`config.mk`:
```
export PLATFORM = sky130hd
export DESIGN_NAME = xon_xoff_receive_buffer_flat
export DESIGN_NICKNAME = d
export VERILOG_FILES = /design/src/rtl/xonbuf_pkg.sv /design/src/rtl/xonbuf_if.sv /design/src/rtl/xon_xoff_receive_buffer.sv /design/src/rtl/xonbuf_ram.sv /design/src/rtl/xonbuf_ctrl.sv /design/src/rtl/xonbuf_dp.sv /design/src/flat_wrapper.sv
export SDC_FILE = /design/constraint.sdc
export NUM_CORES = 1
export LEC_CHECK = 0
export BUFFER_PORTS_ARGS = -buffer_cell sky130_fd_sc_hd__buf_2
export CAP_MARGIN = 10
export CORE_MARGIN = 2
export CORE_UTILIZATION = 60
export DETAILED_ROUTE_END_ITERATION = 7
export PLACE_DENSITY = 0.75
export SLEW_MARGIN = 30
export SYNTH_ARGS = -nofsm -noshare
export SYNTH_HDL_FRONTEND = slang
export SYNTH_SLANG_ARGS = --single-unit
```
`constraint.sdc`:
```
create_clock -name clock -period 3.2 [get_ports clock]
set_clock_uncertainty 0.1 [all_clocks]
set_input_delay 0.32 -clock clock [delete_from_list [all_inputs] [get_ports clock]]
set_output_delay 0.32 -clock clock [all_outputs]
set_load 0.02 [all_outputs]
```
`src/rtl/xonbuf_pkg.sv`:
```
// Shared constants, codes and types of the XON/XOFF receive buffer.
package xonbuf_pkg;

   // Store geometry
   localparam int FIFO_DEPTH = 16;
   localparam int ADDR_W     = $clog2(FIFO_DEPTH);
   localparam int CNT_W      = $clog2(FIFO_DEPTH + 1);

   // Field widths
   localparam int BYTE_W     = 8;
   localparam int THR_W      = 5;
   localparam int FILL_W     = 5;
   localparam int FLOW_W     = 2;
   localparam int CMP_W      = (CNT_W > THR_W) ? CNT_W : THR_W;

   // Configuration port
   localparam int CSR_IDX_W  = 2;
   localparam int CSR_DATA_W = 8;

   // Register reset values
   localparam logic [THR_W-1:0]  UPPER_RESET  = THR_W'(5);
   localparam logic [THR_W-1:0]  LOWER_RESET  = THR_W'(2);
   localparam logic [BYTE_W-1:0] MARKER_RESET = BYTE_W'(26);

   // Register indexes
   localparam logic [CSR_IDX_W-1:0] CSR_UPPER      = CSR_IDX_W'(0);
   localparam logic [CSR_IDX_W-1:0] CSR_LOWER      = CSR_IDX_W'(1);
   localparam logic [CSR_IDX_W-1:0] CSR_END_MARKER = CSR_IDX_W'(2);

   // Request opcodes
   localparam logic OP_RX      = 1'b0;
   localparam logic OP_CONSUME = 1'b1;

   // Flow control events
   localparam logic [FLOW_W-1:0] FLOW_NONE = FLOW_W'(0);
   localparam logic [FLOW_W-1:0] FLOW_XON  = FLOW_W'(1);
   localparam logic [FLOW_W-1:0] FLOW_XOFF = FLOW_W'(2);

   // Controller states
   typedef enum logic {
      ST_IDLE,
      ST_LOAD
   } state_type;

   // Commands from controller to datapath
   typedef struct packed {
      logic step;   // accepted beat: update pointers, count, flow state
      logic load;   // load the result register
   } dp_cmd_type;

endpackage

```
`src/rtl/xonbuf_if.sv`:
```
// Request and response channel interfaces of the XON/XOFF receive buffer.
interface xonbuf_req_if;
   logic                             valid;
   logic                             ready;
   logic                             opcode;
   logic [xonbuf_pkg::BYTE_W-1:0]    rx_byte;

   modport source (output valid, output opcode, output rx_byte, input ready);
   modport sink   (input valid, input opcode, input rx_byte, output ready);
endinterface

interface xonbuf_rsp_if;
   logic                             valid;
   logic                             ready;
   logic                             pop_valid;
   logic [xonbuf_pkg::BYTE_W-1:0]    pop_byte;
   logic [xonbuf_pkg::FLOW_W-1:0]    flow_event;
   logic                             dropped;
   logic                             end_seen;
   logic [xonbuf_pkg::FILL_W-1:0]    fill_count;
   logic                             receiving;

   modport source (output valid, output pop_valid, output pop_byte, output flow_event,
                   output dropped, output end_seen, output fill_count, output receiving,
                   input ready);
   modport sink   (input valid, input pop_valid, input pop_byte, input flow_event,
                   input dropped, input end_seen, input fill_count, input receiving,
                   output ready);
endinterface

```
`src/rtl/xon_xoff_receive_buffer.sv`:
```
// Top level of the XON/XOFF receive buffer: controller, datapath and channels.
//
//   channel   direction  handshake      payload
//   req_chan  in         valid/ready    opcode, rx_byte
//   rsp_chan  out        valid/ready    pop_valid, pop_byte, flow_event, dropped,
//                                       end_seen, fill_count, receiving
//   csr_*     in         csr_we         csr_index, csr_wdata
//
// Each item has an accept state and a load state: accepting updates pointers, count
// and flow state and issues the store read; the load state loads the result register
// from the registered store output. Reset is synchronous and clears pointers, count
// and flow state and restores the register defaults; store contents are not cleared.
// A stalled result holds in the output register; the next item is accepted while it
// waits, and its load stage holds until the output register drains.
module xon_xoff_receive_buffer (
   input  logic                                 clock,
   input  logic                                 reset,
   xonbuf_req_if.sink                           req_chan,
   xonbuf_rsp_if.source                         rsp_chan,
   input  logic                                 csr_we,
   input  logic [xonbuf_pkg::CSR_IDX_W-1:0]     csr_index,
   input  logic [xonbuf_pkg::CSR_DATA_W-1:0]    csr_wdata
);

   xonbuf_pkg::dp_cmd_type cmd;

   xonbuf_ctrl u_ctrl (
      .clock     (clock),
      .reset     (reset),
      .req_valid (req_chan.valid),
      .req_ready (req_chan.ready),
      .rsp_valid (rsp_chan.valid),
      .rsp_ready (rsp_chan.ready),
      .cmd       (cmd)
   );

   xonbuf_dp u_dp (
      .clock          (clock),
      .reset          (reset),
      .cmd            (cmd),
      .csr_we         (csr_we),
      .csr_index      (csr_index),
      .csr_wdata      (csr_wdata),
      .req_opcode     (req_chan.opcode),
      .req_rx_byte    (req_chan.rx_byte),
      .rsp_pop_valid  (rsp_chan.pop_valid),
      .rsp_pop_byte   (rsp_chan.pop_byte),
      .rsp_flow_event (rsp_chan.flow_event),
      .rsp_dropped    (rsp_chan.dropped),
      .rsp_end_seen   (rsp_chan.end_seen),
      .rsp_fill_count (rsp_chan.fill_count),
      .rsp_receiving  (rsp_chan.receiving)
   );

endmodule

```
`src/rtl/xonbuf_ram.sv`:
```
// Generic single-port-write, single-port-read RAM with registered read data.
module xonbuf_ram #(
   parameter int WIDTH = 8,
   parameter int DEPTH = 16
) (
   input  logic                     clock,
   input  logic                     wr_en,
   input  logic [$clog2(DEPTH)-1:0] wr_addr,
   input  logic [WIDTH-1:0]         wr_data,
   input  logic                     rd_en,
   input  logic [$clog2(DEPTH)-1:0] rd_addr,
   output logic [WIDTH-1:0]         rd_data
);

   logic [WIDTH-1:0] mem_ff [DEPTH];
   logic [WIDTH-1:0] rd_data_ff;

   // Write port
   always_ff @(posedge clock) begin
      if (wr_en) begin
         mem_ff[wr_addr] <= wr_data;
      end
   end

   // Registered read port, holds when not enabled
   always_ff @(posedge clock) begin
      if (rd_en) begin
         rd_data_ff <= mem_ff[rd_addr];
      end
   end

   assign rd_data = rd_data_ff;

endmodule

```
`src/rtl/xonbuf_ctrl.sv`:
```
// Controller of the XON/XOFF receive buffer: request/response sequencing.
module xonbuf_ctrl (
   input  logic                   clock,
   input  logic                   reset,
   input  logic                   req_valid,
   output logic                   req_ready,
   output logic                   rsp_valid,
   input  logic                   rsp_ready,
   output xonbuf_pkg::dp_cmd_type cmd
);

   xonbuf_pkg::state_type state_ff, state_in;
   logic                  out_full_ff, out_full_in;

   // State and result-register occupancy
   always_ff @(posedge clock) begin
      if (reset) begin
         state_ff    <= xonbuf_pkg::ST_IDLE;
         out_full_ff <= 1'b0;
      end else begin
         state_ff    <= state_in;
         out_full_ff <= out_full_in;
      end
   end

   // Next state and commands
   always_comb begin
      state_in    = state_ff;
      req_ready   = 1'b0;
      cmd.step    = 1'b0;
      cmd.load    = 1'b0;
      unique case (state_ff)
         xonbuf_pkg::ST_IDLE: begin
            req_ready = 1'b1;
            if (req_valid) begin
               cmd.step = 1'b1;
               state_in = xonbuf_pkg::ST_LOAD;
            end
         end
         xonbuf_pkg::ST_LOAD: begin
            // load once the result register is free or being drained
            if (!out_full_ff || rsp_ready) begin
               cmd.load = 1'b1;
               state_in = xonbuf_pkg::ST_IDLE;
            end
         end
         default: begin
            state_in = xonbuf_pkg::ST_IDLE;
         end
      endcase
   end

   // Track whether a result beat waits at the output
   always_comb begin
      out_full_in = out_full_ff;
      if (cmd.load) begin
         out_full_in = 1'b1;
      end else if (rsp_ready) begin
         out_full_in = 1'b0;
      end
   end

   assign rsp_valid = out_full_ff;

endmodule

```
`src/rtl/xonbuf_dp.sv`:
```
// Datapath of the XON/XOFF receive buffer: registers, pointers, flow state, result.
module xonbuf_dp (
   input  logic                                 clock,
   input  logic                                 reset,
   input  xonbuf_pkg::dp_cmd_type               cmd,
   input  logic                                 csr_we,
   input  logic [xonbuf_pkg::CSR_IDX_W-1:0]     csr_index,
   input  logic [xonbuf_pkg::CSR_DATA_W-1:0]    csr_wdata,
   input  logic                                 req_opcode,
   input  logic [xonbuf_pkg::BYTE_W-1:0]        req_rx_byte,
   output logic                                 rsp_pop_valid,
   output logic [xonbuf_pkg::BYTE_W-1:0]        rsp_pop_byte,
   output logic [xonbuf_pkg::FLOW_W-1:0]        rsp_flow_event,
   output logic                                 rsp_dropped,
   output logic                                 rsp_end_seen,
   output logic [xonbuf_pkg::FILL_W-1:0]        rsp_fill_count,
   output logic                                 rsp_receiving
);

   // Configuration registers
   logic [xonbuf_pkg::THR_W-1:0]  upper_ff;
   logic [xonbuf_pkg::THR_W-1:0]  lower_ff;
   logic [xonbuf_pkg::BYTE_W-1:0] marker_ff;

   // Buffer state
   logic [xonbuf_pkg::ADDR_W-1:0] head_ff, head_in;
   logic [xonbuf_pkg::ADDR_W-1:0] tail_ff, tail_in;
   logic [xonbuf_pkg::CNT_W-1:0]  count_ff, count_in;
   logic                          xon_ff, xon_in;

   // Step outcome held for the load cycle
   logic                          pend_pop_ff;
   logic [xonbuf_pkg::FLOW_W-1:0] pend_flow_ff;
   logic                          pend_drop_ff;
   logic                          pend_end_ff;

   // Result register
   logic                          out_pop_valid_ff;
   logic [xonbuf_pkg::BYTE_W-1:0] out_pop_byte_ff;
   logic [xonbuf_pkg::FLOW_W-1:0] out_flow_ff;
   logic                          out_dropped_ff;
   logic                          out_end_seen_ff;
   logic [xonbuf_pkg::FILL_W-1:0] out_fill_ff;
   logic                          out_receiving_ff;

   // Step decode
   logic                          is_rx;
   logic                          push_ok;
   logic                          pop_ok;
   logic                          drop;
   logic                          xoff_ev;
   logic                          xon_ev;
   logic                          push_end;
   logic [xonbuf_pkg::CNT_W-1:0]  count_after_push;
   logic [xonbuf_pkg::FLOW_W-1:0] flow;
   logic [xonbuf_pkg::BYTE_W-1:0] rd_data;
   logic                          pop_end;

   // Write configuration registers, ignore indexes beyond the list
   always_ff @(posedge clock) begin
      if (reset) begin
         upper_ff  <= xonbuf_pkg::UPPER_RESET;
         lower_ff  <= xonbuf_pkg::LOWER_RESET;
         marker_ff <= xonbuf_pkg::MARKER_RESET;
      end else if (csr_we) begin
         if (csr_index == xonbuf_pkg::CSR_UPPER) begin
            upper_ff <= csr_wdata[xonbuf_pkg::THR_W-1:0];
         end
         if (csr_index == xonbuf_pkg::CSR_LOWER) begin
            lower_ff <= csr_wdata[xonbuf_pkg::THR_W-1:0];
         end
         if (csr_index == xonbuf_pkg::CSR_END_MARKER) begin
            marker_ff <= csr_wdata[xonbuf_pkg::BYTE_W-1:0];
         end
      end
   end

   // Decode the accepted beat against the current state
   always_comb begin
      is_rx            = (req_opcode == xonbuf_pkg::OP_RX);
      push_ok          = is_rx && xon_ff &&
                         (count_ff < xonbuf_pkg::CNT_W'(xonbuf_pkg::FIFO_DEPTH));
      drop             = is_rx && !push_ok;
      count_after_push = count_ff + xonbuf_pkg::CNT_W'(push_ok);
      xoff_ev          = is_rx && xon_ff &&
                         (xonbuf_pkg::CMP_W'(count_after_push) > xonbuf_pkg::CMP_W'(upper_ff));
      pop_ok           = !is_rx && (count_ff != '0);
      xon_ev           = pop_ok && !xon_ff &&
                         (xonbuf_pkg::CMP_W'(count_ff) < xonbuf_pkg::CMP_W'(lower_ff));
      push_end         = push_ok && (req_rx_byte == marker_ff);
      if (xoff_ev) begin
         flow = xonbuf_pkg::FLOW_XOFF;
      end else if (xon_ev) begin
         flow = xonbuf_pkg::FLOW_XON;
      end else begin
         flow = xonbuf_pkg::FLOW_NONE;
      end
   end

   // Advance pointers, count and flow state on a step
   always_comb begin
      head_in  = head_ff;
      tail_in  = tail_ff;
      count_in = count_ff;
      xon_in   = xon_ff;
      if (cmd.step) begin
         if (push_ok) begin
            tail_in = (tail_ff == xonbuf_pkg::ADDR_W'(xonbuf_pkg::FIFO_DEPTH - 1)) ?
                      '0 : tail_ff + xonbuf_pkg::ADDR_W'(1);
         end
         if (pop_ok) begin
            head_in = (head_ff == xonbuf_pkg::ADDR_W'(xonbuf_pkg::FIFO_DEPTH - 1)) ?
                      '0 : head_ff + xonbuf_pkg::ADDR_W'(1);
         end
         if (push_ok) begin
            count_in = count_ff + xonbuf_pkg::CNT_W'(1);
         end else if (pop_ok) begin
            count_in = count_ff - xonbuf_pkg::CNT_W'(1);
         end
         if (xoff_ev) begin
            xon_in = 1'b0;
         end else if (xon_ev) begin
            xon_in = 1'b1;
         end
      end
   end

   always_ff @(posedge clock) begin
      if (reset) begin
         head_ff  <= '0;
         tail_ff  <= '0;
         count_ff <= '0;
         xon_ff   <= 1'b1;
      end else begin
         head_ff  <= head_in;
         tail_ff  <= tail_in;
         count_ff <= count_in;
         xon_ff   <= xon_in;
      end
   end

   // Hold the step outcome until the read data arrives
   always_ff @(posedge clock) begin
      if (cmd.step) begin
         pend_pop_ff  <= pop_ok;
         pend_flow_ff <= flow;
         pend_drop_ff <= drop;
         pend_end_ff  <= push_end;
      end
   end

   // Byte store
   xonbuf_ram #(
      .WIDTH (xonbuf_pkg::BYTE_W),
      .DEPTH (xonbuf_pkg::FIFO_DEPTH)
   ) u_store (
      .clock   (clock),
      .wr_en   (cmd.step && push_ok),
      .wr_addr (tail_ff),
      .wr_data (req_rx_byte),
      .rd_en   (cmd.step && pop_ok),
      .rd_addr (head_ff),
      .rd_data (rd_data)
   );

   assign pop_end = pend_pop_ff && (rd_data == marker_ff);

   // Load the result register
   always_ff @(posedge clock) begin
      if (cmd.load) begin
         out_pop_valid_ff <= pend_pop_ff;
         out_pop_byte_ff  <= pend_pop_ff ? rd_data : '0;
         out_flow_ff      <= pend_flow_ff;
         out_dropped_ff   <= pend_drop_ff;
         out_end_seen_ff  <= pend_end_ff || pop_end;
         out_fill_ff      <= xonbuf_pkg::FILL_W'(count_ff);
         out_receiving_ff <= xon_ff;
      end
   end

   assign rsp_pop_valid  = out_pop_valid_ff;
   assign rsp_pop_byte   = out_pop_byte_ff;
   assign rsp_flow_event = out_flow_ff;
   assign rsp_dropped    = out_dropped_ff;
   assign rsp_end_seen   = out_end_seen_ff;
   assign rsp_fill_count = out_fill_ff;
   assign rsp_receiving  = out_receiving_ff;

endmodule

```
`src/flat_wrapper.sv`:
```
// flat-port wrapper written by rule: the top's interface ports become plain ports
module xon_xoff_receive_buffer_flat 
  (clock, reset, csr_we, csr_index, csr_wdata, req_chan_valid, req_chan_opcode, req_chan_rx_byte, req_chan_ready, rsp_chan_valid, rsp_chan_pop_valid, rsp_chan_pop_byte, rsp_chan_flow_event, rsp_chan_dropped, rsp_chan_end_seen, rsp_chan_fill_count, rsp_chan_receiving, rsp_chan_ready);
  xonbuf_req_if req_chan_i ();
  xonbuf_rsp_if rsp_chan_i ();
  input  logic clock;
  input  logic reset;
  input  logic csr_we;
  input  logic [xonbuf_pkg::CSR_IDX_W-1:0] csr_index;
  input  logic [xonbuf_pkg::CSR_DATA_W-1:0] csr_wdata;
  input wire logic [$bits(req_chan_i.valid)-1:0] req_chan_valid;
  input wire logic [$bits(req_chan_i.opcode)-1:0] req_chan_opcode;
  input wire logic [$bits(req_chan_i.rx_byte)-1:0] req_chan_rx_byte;
  output wire logic [$bits(req_chan_i.ready)-1:0] req_chan_ready;
  output wire logic [$bits(rsp_chan_i.valid)-1:0] rsp_chan_valid;
  output wire logic [$bits(rsp_chan_i.pop_valid)-1:0] rsp_chan_pop_valid;
  output wire logic [$bits(rsp_chan_i.pop_byte)-1:0] rsp_chan_pop_byte;
  output wire logic [$bits(rsp_chan_i.flow_event)-1:0] rsp_chan_flow_event;
  output wire logic [$bits(rsp_chan_i.dropped)-1:0] rsp_chan_dropped;
  output wire logic [$bits(rsp_chan_i.end_seen)-1:0] rsp_chan_end_seen;
  output wire logic [$bits(rsp_chan_i.fill_count)-1:0] rsp_chan_fill_count;
  output wire logic [$bits(rsp_chan_i.receiving)-1:0] rsp_chan_receiving;
  input wire logic [$bits(rsp_chan_i.ready)-1:0] rsp_chan_ready;
  assign req_chan_i.valid = req_chan_valid;
  assign req_chan_i.opcode = req_chan_opcode;
  assign req_chan_i.rx_byte = req_chan_rx_byte;
  assign req_chan_ready = req_chan_i.ready;
  assign rsp_chan_valid = rsp_chan_i.valid;
  assign rsp_chan_pop_valid = rsp_chan_i.pop_valid;
  assign rsp_chan_pop_byte = rsp_chan_i.pop_byte;
  assign rsp_chan_flow_event = rsp_chan_i.flow_event;
  assign rsp_chan_dropped = rsp_chan_i.dropped;
  assign rsp_chan_end_seen = rsp_chan_i.end_seen;
  assign rsp_chan_fill_count = rsp_chan_i.fill_count;
  assign rsp_chan_receiving = rsp_chan_i.receiving;
  assign rsp_chan_i.ready = rsp_chan_ready;
  xon_xoff_receive_buffer u_core (.clock(clock), .reset(reset), .req_chan(req_chan_i), .rsp_chan(rsp_chan_i), .csr_we(csr_we), .csr_index(csr_index), .csr_wdata(csr_wdata));
endmodule
```
==> results of run 1 <==
[worst min path at each step]
stage / to / start / slack [ns]
4_1_cts: u_core.u_dp.marker_ff[7]$_SDFFE_PP0P_ / csr_wdata[7] / 0.03
3_5_place_dp: u_core.u_dp.rsp_flow_event[0]$_DFFE_PP_ / u_core.u_dp.pend_flow_ff[0]$_SDFFCE_PN0P_ / 0.32
6_report: u_core.u_dp.marker_ff[7]$_SDFFE_PP0P_ / csr_wdata[7] / 0.04
5_1_grt: u_core.u_dp.marker_ff[7]$_SDFFE_PP0P_ / csr_wdata[7] / 0.05
3_3_place_gp: u_core.u_dp.rsp_flow_event[1]$_DFFE_PP_ / u_core.u_dp.pend_flow_ff[1]$_SDFFCE_PN1P_ / 0.33
2_1_floorplan: u_core.u_dp.rsp_dropped$_DFFE_PP_ / u_core.u_dp.pend_drop_ff$_DFFE_PP_ / 0.30
[state kept, by name (all words and copies together), names as in the netlist]
register	cells
u_core.u_ctrl.rsp_valid	1
u_core.u_ctrl.state_ff	1
u_core.u_dp.count_ff	5
u_core.u_dp.head_ff	4
u_core.u_dp.lower_ff	5
u_core.u_dp.marker_ff	8
u_core.u_dp.pend_drop_ff	1
u_core.u_dp.pend_end_ff	1
u_core.u_dp.pend_flow_ff	2
u_core.u_dp.pend_pop_ff	1
u_core.u_dp.rsp_dropped	1
u_core.u_dp.rsp_end_seen	1
u_core.u_dp.rsp_fill_count	5
u_core.u_dp.rsp_flow_event	2
u_core.u_dp.rsp_pop_byte	8
u_core.u_dp.rsp_pop_valid	1
u_core.u_dp.rsp_receiving	1
u_core.u_dp.tail_ff	4
u_core.u_dp.u_store.mem_ff	128
u_core.u_dp.u_store.rd_data	8
u_core.u_dp.upper_ff	5
u_core.u_dp.xon_ff	1
[logic make-up (layout without fill, tap and decap cells)]
| family | after synthesis | in the layout | synth area share (%) |
|---|---|---|---|
| AOI/OAI and AO/OA | 62 | 62 | 5.04 |
| xor gates and xnor gates | 23 | 23 | 2.51 |
| adders and majority gates | 20 | 20 | 3.21 |
| buffers and inverters | 39 | 109 | 2.28 |
| DFF | 194 | 194 | 68.4 |
| muxes | 48 | 48 | 11.4 |
| and+or+nand+nor | 111 | 111 | 7.27 |
[Yosys cell counts, types with 2 or more instances]
cell       instances  share of area, %
xor2_1            11               1.2
nor2_1            47               2.2
buf_2              6              0.37
o21ai_0            7              0.44
a21oi_1           16               1.0
nand2b_1           5              0.39
o211ai_1           3              0.28
a41oi_1            2              0.22
dfxtp_1           34               8.5
a2111oi_0          2              0.22
edfxtp_1         160                60
o211a_1            2              0.25
xnor2_1           12               1.3
mux4_1             8               2.6
clkbuf_1           6              0.28
nor2b_1            2              0.16
nand3_1            8              0.50
a311oi_1           2              0.22
nand3b_1           3              0.28
buf_6              3              0.42
a31oi_1            3              0.23
o22ai_1           16               1.2
nand2_1           15              0.70
nand4_1            2              0.16
ha_1              19               3.0
mux4_2            24               6.7
nor4_1             3              0.23
nor3_1             8              0.50
inv_1             19              0.89
buf_1              2             0.094
and2_1             8              0.62
mux2i_1           16               2.0
a41o_1             2              0.25
[cells in the final DEF, fill, tap and decap left out, drive strengths merged, types with 4 or more instances in the layout]
| master | netlist | routed |
|---|---|---|
| inv | 20 | 21 |
| clkbuf | 6 | 19 |
| nand2b | 6 | 6 |
| nor2 | 48 | 48 |
| o22ai | 16 | 16 |
| xor2 | 11 | 11 |
| edfxtp | 160 | 160 |
| buf | 12 | 56 |
| nand3 | 8 | 8 |
| xnor2 | 12 | 12 |
| clkinv | 1 | 7 |
| o21ai | 7 | 7 |
| nor4 | 4 | 4 |
| ha | 19 | 19 |
| dfxtp | 34 | 34 |
| nand2 | 15 | 15 |
| mux2i | 16 | 16 |
| and2 | 8 | 8 |
| a21oi | 17 | 17 |
| mux4 | 32 | 32 |
| nor3 | 8 | 8 |
[per-stage QoR]
stage          area, sq um  cells  worst slack (ns)  hold WS (ns)
3_5_place_dp          8470    711             0.691         0.322
6_report              9060    743             0.680        0.0419
4_1_cts               9060    743             0.691        0.0289
5_1_grt               9060    743             0.484        0.0451
2_1_floorplan         8030    497             0.673         0.300
3_3_place_gp          8460    711             0.799         0.332
[power by group]
group          leakage (nW)  total (W)  switching (W)  internal [W]
Combinational          1.16   0.000808       0.000450      0.000358
Sequential             1.73    0.00297       0.000111       0.00285
Clock                 0.281    0.00210       0.000874       0.00123
Total                  3.17    0.00588        0.00144       0.00444
[routing by layer]
metal,wire [microns],share of wire (%)
met5,0,0
met4,195,1.3
met3,1080,7.1
met2,7640,50
met1,6350,42
[worst min-delay path, delay by kind of cell]
kind	cells	cell delay [ns]
buffers and inverters	1	0.08
and+or+nand+nor	1	0.08
muxes	1	0.06
[layout make-up]
class                      count  area (sq um)
multi-input combinational    264          2370
clock inverter                13           161
fill                         878          4080
clock buffer                  19           433
tap                          176           220
timing repair buffer          56           310
sequential                   194          5490
inverter                      21          81.3
==> run summary, run 1 <==
Unique masters post-synth: 54
Met1 demand-to-capacity share in global routing: 30.9%
Critical path's most frequent cell: ha_1
Vias: 4408
Sequential cell area fraction in the yosys report: 68.4%
Count of antenna-violating nets left after detailed routing: 0
PD cells: 648 nW/um^2
DR iter-0 viols: 471
Gr usage total: 22.7%
Data required, critical path: 3.39 ns
Std-Cell Core Area: 13100 sq um
Number of instances resized during post-cts repair: 0
WL per Instance: 20.6 microns
Total wire length: 15300 microns
CP cell instances: nor3b_4 -> ha_1 -> ha_1 -> nand3_1 -> xnor2_1 -> ha_1 -> nand3_1 -> o21bai_1 -> a31oi_1 -> a32oi_1
Period minus WS final: 2.52 ns
Inserted Clock Buffers: 17
Maximum clock insertion buffer count: 2
Skew-Pair Late Insertion Delay: 0.43 ns
Proportion of layout cells with a drive suffix above 1: 21.3%
Cell with the largest stage delay on the worst path: dfxtp_1
Worst R2R Setup Slack: 0.68 ns
Layout area overhead: 12.9%
Vias in the first global route: 4370
Leak pwr: 3.17 nW
Number of pins exceeding their max-slew limit in the final report: 0
Clock Tree Root: clkbuf_16
Endpoint of the worst-slack reg-to-reg timing path: u_core.u_dp.xon_ff$_SDFFE_PP1P_
Number of cells on the critical path: 10
Slew @ Worst Pin: 0.911 ns
Depth of the CTS H-tree: 4
Source of the critical timing path: u_core.u_dp.xon_ff$_SDFFE_PP1P_
Clock edge transition at the registers on the reported setup and hold paths: 0.07 ns
Synthesized Nets: 541
Number of enable-type register cells in the synthesized netlist: 160
Setup TNS: 0 ns
Final setup viols: 0
Worst EP arrival: 2.71 ns
Most frequently used flop master after synthesis: edfxtp_1
Post-Route Utilization: 69.0%
Largest voltage drop on the vdd net: 0.442 mV
I/O pins: 45
Critical path capture point: u_core.u_dp.xon_ff$_SDFFE_PP1P_
Reported max-cap violation count: 0
RSZ-0062 raised after global routing: no
TritonCTS Sinks: 194
Reg-to-reg critical path startpoint: u_core.u_dp.xon_ff$_SDFFE_PP1P_
Fraction of registers with async set/reset: 0%
Standard-cell row count: 42
Category of the worst setup path capture point: flip-flop
Synthesis Warnings: 0
Vias/cell: 5.93
Starting density of the core: 61.1%
Cell count after synthesis: 497
Flip-flop and latch count after synthesis: 194
Worst min-delay path category: in2reg
Wire length of the first global-routing pass: 23700 microns
Max stage delay on crit path: 0.46 ns
Top fanout value on the critical path: 7
Met2 GRT Util: 36.1%
Number of antenna violations at the first check in global routing: 0
Total power draw: 0.00588 W
Length of the first detailed-routing pass in iterations: 5
Count of final hold-check violations: 0
Critical path start-end classification: reg2reg
Critical Path Start Type: flip-flop
Layer with the highest usage: met2
Average footprint of a synthesized cell: 16.1 sq um
Total number of nets in the final design: 598
Overall overflow remaining after global route: 0
Upper clock frequency limit: 397 MHz
Cts-stage hold buffer count: 0
Period Utilization, post-route: 78.7%
Diodes inserted: 0
Number of design rule violations left after detail routing: 0
Max-slew headroom at the worst pin: 39.2%
Die Outline Area: 14300 sq um
Final estimated routing congestion in global placement: 0.894
Post-CTS setup buffers: 0
Outcome: completed
Met3 Use GR: 6.32%
Top Family by Delay on Critical Path: adder cells
TritonCTS clock tree: built
Worst path buffer plus inverter count: 0
HPWL after DPL: 10100 microns
Die width: 120 microns
Buffers on Ports: 44
Cell depth of the worst flop-to-flop path: 10
Maximum number of pins on one net before global-route repair: 29
Post-synthesis cell area: 8030 sq um
Worst hold stages: 3
DIE HEIGHT: 120 microns
(Power assumes the default switching activity.)
==> run 2: changes to the inputs <==
--- a/config.mk
+++ b/config.mk
@@ -5,12 +5,13 @@
 export SDC_FILE = /design/constraint.sdc
 export NUM_CORES = 1
 export LEC_CHECK = 0
+export ABC_AREA = 1
 export BUFFER_PORTS_ARGS = -buffer_cell sky130_fd_sc_hd__buf_2
 export CAP_MARGIN = 10
 export CORE_MARGIN = 2
 export CORE_UTILIZATION = 60
 export DETAILED_ROUTE_END_ITERATION = 7
-export PLACE_DENSITY = 0.75
+export PLACE_DENSITY = 0.74
 export SLEW_MARGIN = 30
 export SYNTH_ARGS = -nofsm -noshare
 export SYNTH_HDL_FRONTEND = slang
==> constraint.sdc (replaced) <==
create_clock -name clock -period 2.5 [get_ports clock]
set_clock_uncertainty 0.1 [all_clocks]
set_input_delay 0.25 -clock clock [delete_from_list [all_inputs] [get_ports clock]]
set_output_delay 0.25 -clock clock [all_outputs]
set_load 0.02 [all_outputs]
==> run 2 against run 1 <==
  * Global-route usage increased by 3.8 points
  * Wire length increased by 21%
  * Die area increased by 3.9%
  * Cell count increased by 39%
  * Sequential share of layout area decreased by 3.0 points
  * Hold slack got worse by 0.023 ns
  * Final area increased by 5.2%
  * Synthesized area increased by 4.0%
  * Critical endpoint unchanged
==> run summary, run 2 <==
Worst EP arrival: 2.55 ns
Worst hold-check slack: 0.0189 ns
Proportion of layout cells with a drive suffix above 1: 15.5%
CP cell instances: inv_2 -> nor2_4 -> nand2_4 -> inv_4 -> ha_4 -> ha_4 -> nand3_2 -> xor2_1 -> ha_1 -> nand2_1 -> nor2_2 -> nand2_1 -> nand3_2 -> nand3_1 -> nand2_1 -> nand2_1
Cell with the largest stage delay on the worst path: dfxtp_2
Top fanout value on the critical path: 3
Clock edge transition at the registers on the reported setup and hold paths: 0.07 ns
Largest voltage drop on the vdd net: 0.485 mV
DIE HEIGHT: 122 microns
Synth area leader: edfxtp_1
DR iter-0 viols: 614
TritonCTS Sinks: 194
Switching pwr: 0.00189 W
Flip-flop and latch count after synthesis: 194
Most common cell after layout, fill and taps aside: edfxtp_1
HPWL after DPL: 12400 microns
Total instance count after detailed placement: 995
Total wire length: 18600 microns
Top register by number of flip-flops: u_core.u_dp.u_store.mem_ff
Sequential cell area fraction in the yosys report: 65.7%
Top Family by Delay on Critical Path: simple AND/OR/NAND/NOR gates
Synth area leaders: edfxtp_1 58%, dfxtp_1 8.2%, nor2_1 6.4%
PnR worst setup slack: 0.143 ns
Data required, critical path: 2.70 ns
Cell count after synthesis: 769
Clock group share of total power: 34.7%
Final setup viols: 0
Number of antenna violations at the first check in global routing: 0
Cell internal pwr: 0.00534 W
Critical path start-end classification: reg2reg
Synthesized Nets: 813
Pre-CTS setup slack: -0.0800 ns
Total power draw: 0.00723 W
Leak pwr: 3.68 nW
Wire length of the first global-routing pass: 29200 microns
RSZ-0062 raised after global routing: no
Vias in the first global route: 5559
Diodes inserted: 0
Die Outline Area: 14900 sq um
Die width: 122 microns
Maximum number of pins on one net before global-route repair: 68
Max stage delay on crit path: 0.34 ns
Category of the worst setup path capture point: flip-flop
Period Utilization, post-route: 94.3%
Most frequently used flop master after synthesis: edfxtp_1
Average footprint of a synthesized cell: 10.9 sq um
PD cells: 759 nW/um^2
Depth of the CTS H-tree: 4
Upper clock frequency limit: 424 MHz
Slew @ Worst Pin: 0.766 ns
Maximum clock insertion buffer count: 2
Critical path's most frequent cell: nand2_1
Layout area overhead: 14.1%
Number of enable-type register cells in the synthesized netlist: 160
I/O pins: 45
Final-layout fill cell count: 993
Standard-cell row count: 43
Overall overflow remaining after global route: 0
Area of the multi-input gates: 2460 sq um
Flip-flop count of the largest register, all copies and words added: 128
Count of antenna-violating nets left after detailed routing: 0
Number of pins exceeding their max-slew limit in the final report: 0
Fraction of registers with async set/reset: 0%
Area fraction of the dominant cell type after synthesis: 57.5%
Cell Count, Final, Fillers Out: 1036
Max-slew headroom at the worst pin: 48.9%
TritonCTS clock tree: built
Worst path buffer plus inverter count: 2
Skew-Pair Late Insertion Delay: 0.44 ns
Vias/cell: 5.62
WL per Instance: 17.9 microns
Area of all sequential standard cells: 5490 sq um
Synth cell count leaders: 160 x edfxtp_1, 143 x nor2_1, 106 x nand2_1
Std-Cell Core Area: 13700 sq um
Gr usage total: 26.5%
Synthesis Warnings: 0
Total number of nets in the final design: 888
Clock Tree Root: clkbuf_16
Buffers on Ports: 44
Final estimated routing congestion in global placement: 0.838
Post-Route Utilization: 69.4%
Switching portion of total power: 26.2%
Logic gate share of total power: 14.1%
Inserted Clock Buffers: 17
Count of final hold-check violations: 0
Unique masters post-synth: 38
Most frequent cells in the layout: 160 x edfxtp_1, 142 x nor2_1, 106 x nand2_1, 62 x inv_1, 58 x o21ai_0
Period minus WS final: 2.36 ns
Critical Path Start Type: flip-flop
Starting density of the core: 60.9%
Vias: 5818
Worst min-delay path category: in2reg
Reported max-cap violation count: 0
Post-synthesis cell area: 8350 sq um
Length of the first detailed-routing pass in iterations: 5
Outcome: completed
Cell with the most instances after synthesis: edfxtp_1
Sequential fraction of design power: 51.1%
Number of design rule violations left after detail routing: 0
-- run 2: cell count changes after synthesis, sizes merged, moves of 7 or more --
cell,previous run,this run
nor2,48,150
nand2,15,109
o21ai,7,101
inv,20,69
mux4,32,0
nand3,8,33
mux2i,16,0
o22ai,16,1
o211ai,3,16
buf,12,22
and2,8,1
xnor2,12,5
-- run 2: kinds of logic (layout without fill, tap and decap cells) --
| group | Yosys count | after routing | synth area share [%] |
|---|---|---|---|
| simple gates | 298 | 298 | 14.9 |
| flops | 194 | 194 | 65.7 |
| compound gates | 145 | 145 | 9.43 |
| buf+inv | 98 | 185 | 5.42 |
| fa+ha+maj | 20 | 20 | 3.09 |
| xor+xnor | 14 | 14 | 1.47 |
-- run 2: cell type report --
type,instances,area share (%)
sequential,194,57.6
multi-input combinational,477,25.8
timing repair buffer,83,5.67
tap,180,2.36
inverter,71,2.85
clock buffer,18,4.50
clock inverter,13,1.18
-- run 2: through the flow --
stage	TNS [ns]	instance area [sq um]
after global routing	0	9530
final	0	9530
after CTS	0	9460
after detailed placement	-0.145	8850
after global placement	0	8850
after floorplan	0	8350
-- run 2: tightest hold or removal path: cells and delay by family --
| family | cells | cell delay, ns |
|---|---|---|
| buf+inv | 1 | 0.09 |
| compound gates | 2 | 0.17 |
-- run 2: metal layers --
layer	track usage (%)	wire [microns]
met5	0	0
met4	9.48	272
met3	4.63	1300
met2	42.1	8880
met1	37.2	8090
-- run 2: power groups by stage --
stage	registers [W]	clock network, W	logic, W
floorplan	0.00378	0	0.000654
global placement	0.00376	0	0.000925
detailed placement	0.00376	0	0.000964
CTS	0.00369	0.00254	0.000985
global route	0.00371	0.00266	0.00114
finish	0.00370	0.00251	0.00102
-- run 2: path summary, 6_finish.rpt --
path                                 startpoint                                     to  slack, ns  cells after the start
max             u_core.u_dp.xon_ff$_SDFFE_PP1P_        u_core.u_dp.xon_ff$_SDFFE_PP1P_       0.14                     16
min                                csr_wdata[7]  u_core.u_dp.marker_ff[7]$_SDFFE_PP0P_       0.02                      3
max reg2reg     u_core.u_dp.xon_ff$_SDFFE_PP1P_        u_core.u_dp.xon_ff$_SDFFE_PP1P_       0.14                     16
min reg2reg  u_core.u_dp.pend_drop_ff$_DFFE_PP_      u_core.u_dp.rsp_dropped$_DFFE_PP_       0.34                      0
-- run 2: what timing repair did --
action / in CTS / in global routing
buffers inserted: 0 / 4
resized for setup: 4 / 10
endpoints found under the hold margin: 6 / 0
setup endpoints to repair: 2 / 2
pin swaps: 0 / 7
hold buffers: 6 / 0
cloned: 0 / 0
==> run 3: changes to the inputs <==
--- a/config.mk
+++ b/config.mk
@@ -8,10 +8,13 @@
 export ABC_AREA = 1
 export BUFFER_PORTS_ARGS = -buffer_cell sky130_fd_sc_hd__buf_2
 export CAP_MARGIN = 10
+export CELL_PAD_IN_SITES_DETAIL_PLACEMENT = 0
+export CELL_PAD_IN_SITES_GLOBAL_PLACEMENT = 1
 export CORE_MARGIN = 2
-export CORE_UTILIZATION = 60
+export CORE_UTILIZATION = 49
 export DETAILED_ROUTE_END_ITERATION = 7
-export PLACE_DENSITY = 0.74
+export GPL_ROUTABILITY_DRIVEN = 0
+export PLACE_DENSITY = 0.76
 export SLEW_MARGIN = 30
 export SYNTH_ARGS = -nofsm -noshare
 export SYNTH_HDL_FRONTEND = slang
==> run 3 against run 2 <==
  * Utilization decreased by 11 points
  * Power increased by 3.6%
  * Sequential cell count unchanged
  * First-iteration DRC count decreased by 31%
  * Via count decreased by 3.1%
  * Clock power increased by 12%
  * Sequential share of layout area decreased by 0.73 points
  * Count of clock-buffer cells in the layout increased by 4
  * Hold slack improved by 0.038 ns
  * Sequential power about the same
  * Critical path type unchanged
==> run summary, run 3 (same netlist as run 2, synthesis figures left out) <==
Outcome: completed
Gr usage total: 21.7%
Clock Tree Root: clkbuf_16
Layout area overhead: 15.6%
TritonCTS clock tree: built
Vias/cell: 5.23
Data required, critical path: 2.60 ns
Proportion of layout cells with a drive suffix above 1: 15.2%
Largest voltage drop on the vdd net: 0.518 mV
Period Utilization, post-route: 93.8%
HPWL after DPL: 12300 microns
Worst min-delay path category: in2reg
Maximum number of pins on one net before global-route repair: 68
Skew-Pair Late Insertion Delay: 0.44 ns
Critical path start-end classification: reg2reg
PD cells: 777 nW/um^2
Flip-flop count of the largest register, all copies and words added: 128
Maximum clock insertion buffer count: 2
Length of the first detailed-routing pass in iterations: 6
Total number of nets in the final design: 889
Top register by number of flip-flops: u_core.u_dp.u_store.mem_ff
Depth of the CTS H-tree: 4
Std-Cell Core Area: 16600 sq um
Top fanout value on the critical path: 3
Wire length of the first global-routing pass: 29600 microns
Final setup viols: 0
Number of pins exceeding their max-slew limit in the final report: 0
WL per Instance: 17.1 microns
Standard-cell row count: 47
I/O pins: 45
Max stage delay on crit path: 0.33 ns
Period minus WS final: 2.35 ns
Starting density of the core: 50.2%
Inserted Clock Buffers: 17
Reported max-cap violation count: 0
Most common cell after layout, fill and taps aside: edfxtp_1
Total wire length: 18500 microns
Slew @ Worst Pin: 0.806 ns
Clock edge transition at the registers on the reported setup and hold paths: 0.07 ns
Max-slew headroom at the worst pin: 46.2%
Worst EP arrival: 2.44 ns
Number of design rule violations left after detail routing: 0
Number of antenna violations at the first check in global routing: 0
Instance area after placement: 8900 sq um
Die width: 135 microns
Leak pwr: 3.73 nW
Overall overflow remaining after global route: 0
DIE HEIGHT: 135 microns
Vias in the first global route: 5393
CP cell instances: inv_1 -> nor2_4 -> nand2_4 -> inv_1 -> ha_2 -> ha_4 -> nand3_2 -> xor2_1 -> ha_1 -> nand2_1 -> nor2_2 -> nand2_1 -> nand3_1 -> and2_1
Cell with the largest stage delay on the worst path: dfxtp_2
Count of antenna-violating nets left after detailed routing: 0
Diodes inserted: 0
Count of final hold-check violations: 0
Design Area, Final: 9650 sq um
Buffers on Ports: 44
TritonCTS Sinks: 194
Vias: 5635
RSZ-0062 raised after global routing: no
Critical Path Start Type: flip-flop
DR iter-0 viols: 424
Die Outline Area: 18100 sq um
Category of the worst setup path capture point: flip-flop
Most frequent cells in the layout: 160 x edfxtp_1, 142 x nor2_1, 106 x nand2_1, 64 x inv_1, 58 x o21ai_0
Setup TNS: 0 ns
Upper clock frequency limit: 426 MHz
run 3: cell count changes in the layout (fill, tap and decap cells not counted), moves of 3 or more:
cell	before	now
clkinv_1	5	2
buf_4	32	29
dlygate4sd3_1	6	10
inv_8	0	3
run 3: metal layers:
layer	vias up	GRT usage, %	share of wire, %
met5	-	0	0
met4	0	5.96	1.2
met3	18	4.62	4.9
met2	140	32.4	45
met1	2707	32.4	49
li1	2770	-	-
run 3: layout make-up:
cell class	instances	area, sq um
fill	1413	6990
clock buffer	22	507
clock inverter	10	111
timing repair buffer	84	558
inverter	71	269
multi-input combinational	477	2440
sequential	194	5490
tap	220	275
run 3: worst max-delay path: cells and delay by family (launching register included):
| kind | cells | cell delay [ns] |
|---|---|---|
| fa+ha+maj | 3 | 0.68 |
| buf+inv | 2 | 0.15 |
| xor+xnor | 1 | 0.16 |
| flops | 1 | 0.33 |
| simple gates | 8 | 0.68 |
run 3: power by group:
| part | switching, W | internal [W] |
|---|---|---|
| logic | 0.000666 | 0.000344 |
| registers | 0.0000636 | 0.00362 |
| clock network | 0.00122 | 0.00158 |
| total | 0.00195 | 0.00554 |
run 3: per-stage QoR:
| step | total power (W) | hold WS [ns] | instances | util (%) | setup slack [ns] |
|---|---|---|---|---|---|
| floorplan | 0.00443 | 0.249 | 769 | - | 0.0924 |
| global placement | 0.00471 | 0.305 | 1035 | 53.5 | 0.120 |
| detailed placement | 0.00474 | 0.321 | 1035 | 53.5 | 0.0542 |
| CTS | 0.00753 | 0.0423 | 1077 | 57.8 | 0.0531 |
| global route | 0.00782 | 0.0611 | 1078 | 58.0 | 0.0162 |
| finish | 0.00749 | 0.0572 | 1078 | 58.0 | 0.155 |
run 3: timing repair:
item,in CTS,in global routing
setup buffers,0,1
resized for setup,0,8
hold buffers,10,0
hold endpoints to repair,11,0
endpoints found under the setup margin,0,2
run 3: final timing paths:
path | start | to | slack (ns) | depth (start not counted)
min reg2reg | u_core.u_dp.pend_flow_ff[0]$_SDFFCE_PN0P_ | u_core.u_dp.rsp_flow_event[0]$_DFFE_PP_ | 0.33 | 0
max reg2reg | u_core.u_dp.xon_ff$_SDFFE_PP1P_ | u_core.u_dp.pend_flow_ff[1]$_SDFFCE_PN1P_ | 0.15 | 14
max | u_core.u_dp.xon_ff$_SDFFE_PP1P_ | u_core.u_dp.pend_flow_ff[1]$_SDFFCE_PN1P_ | 0.15 | 14
min | req_chan_valid | u_core.u_ctrl.state_ff$_SDFF_PP0_ | 0.06 | 3
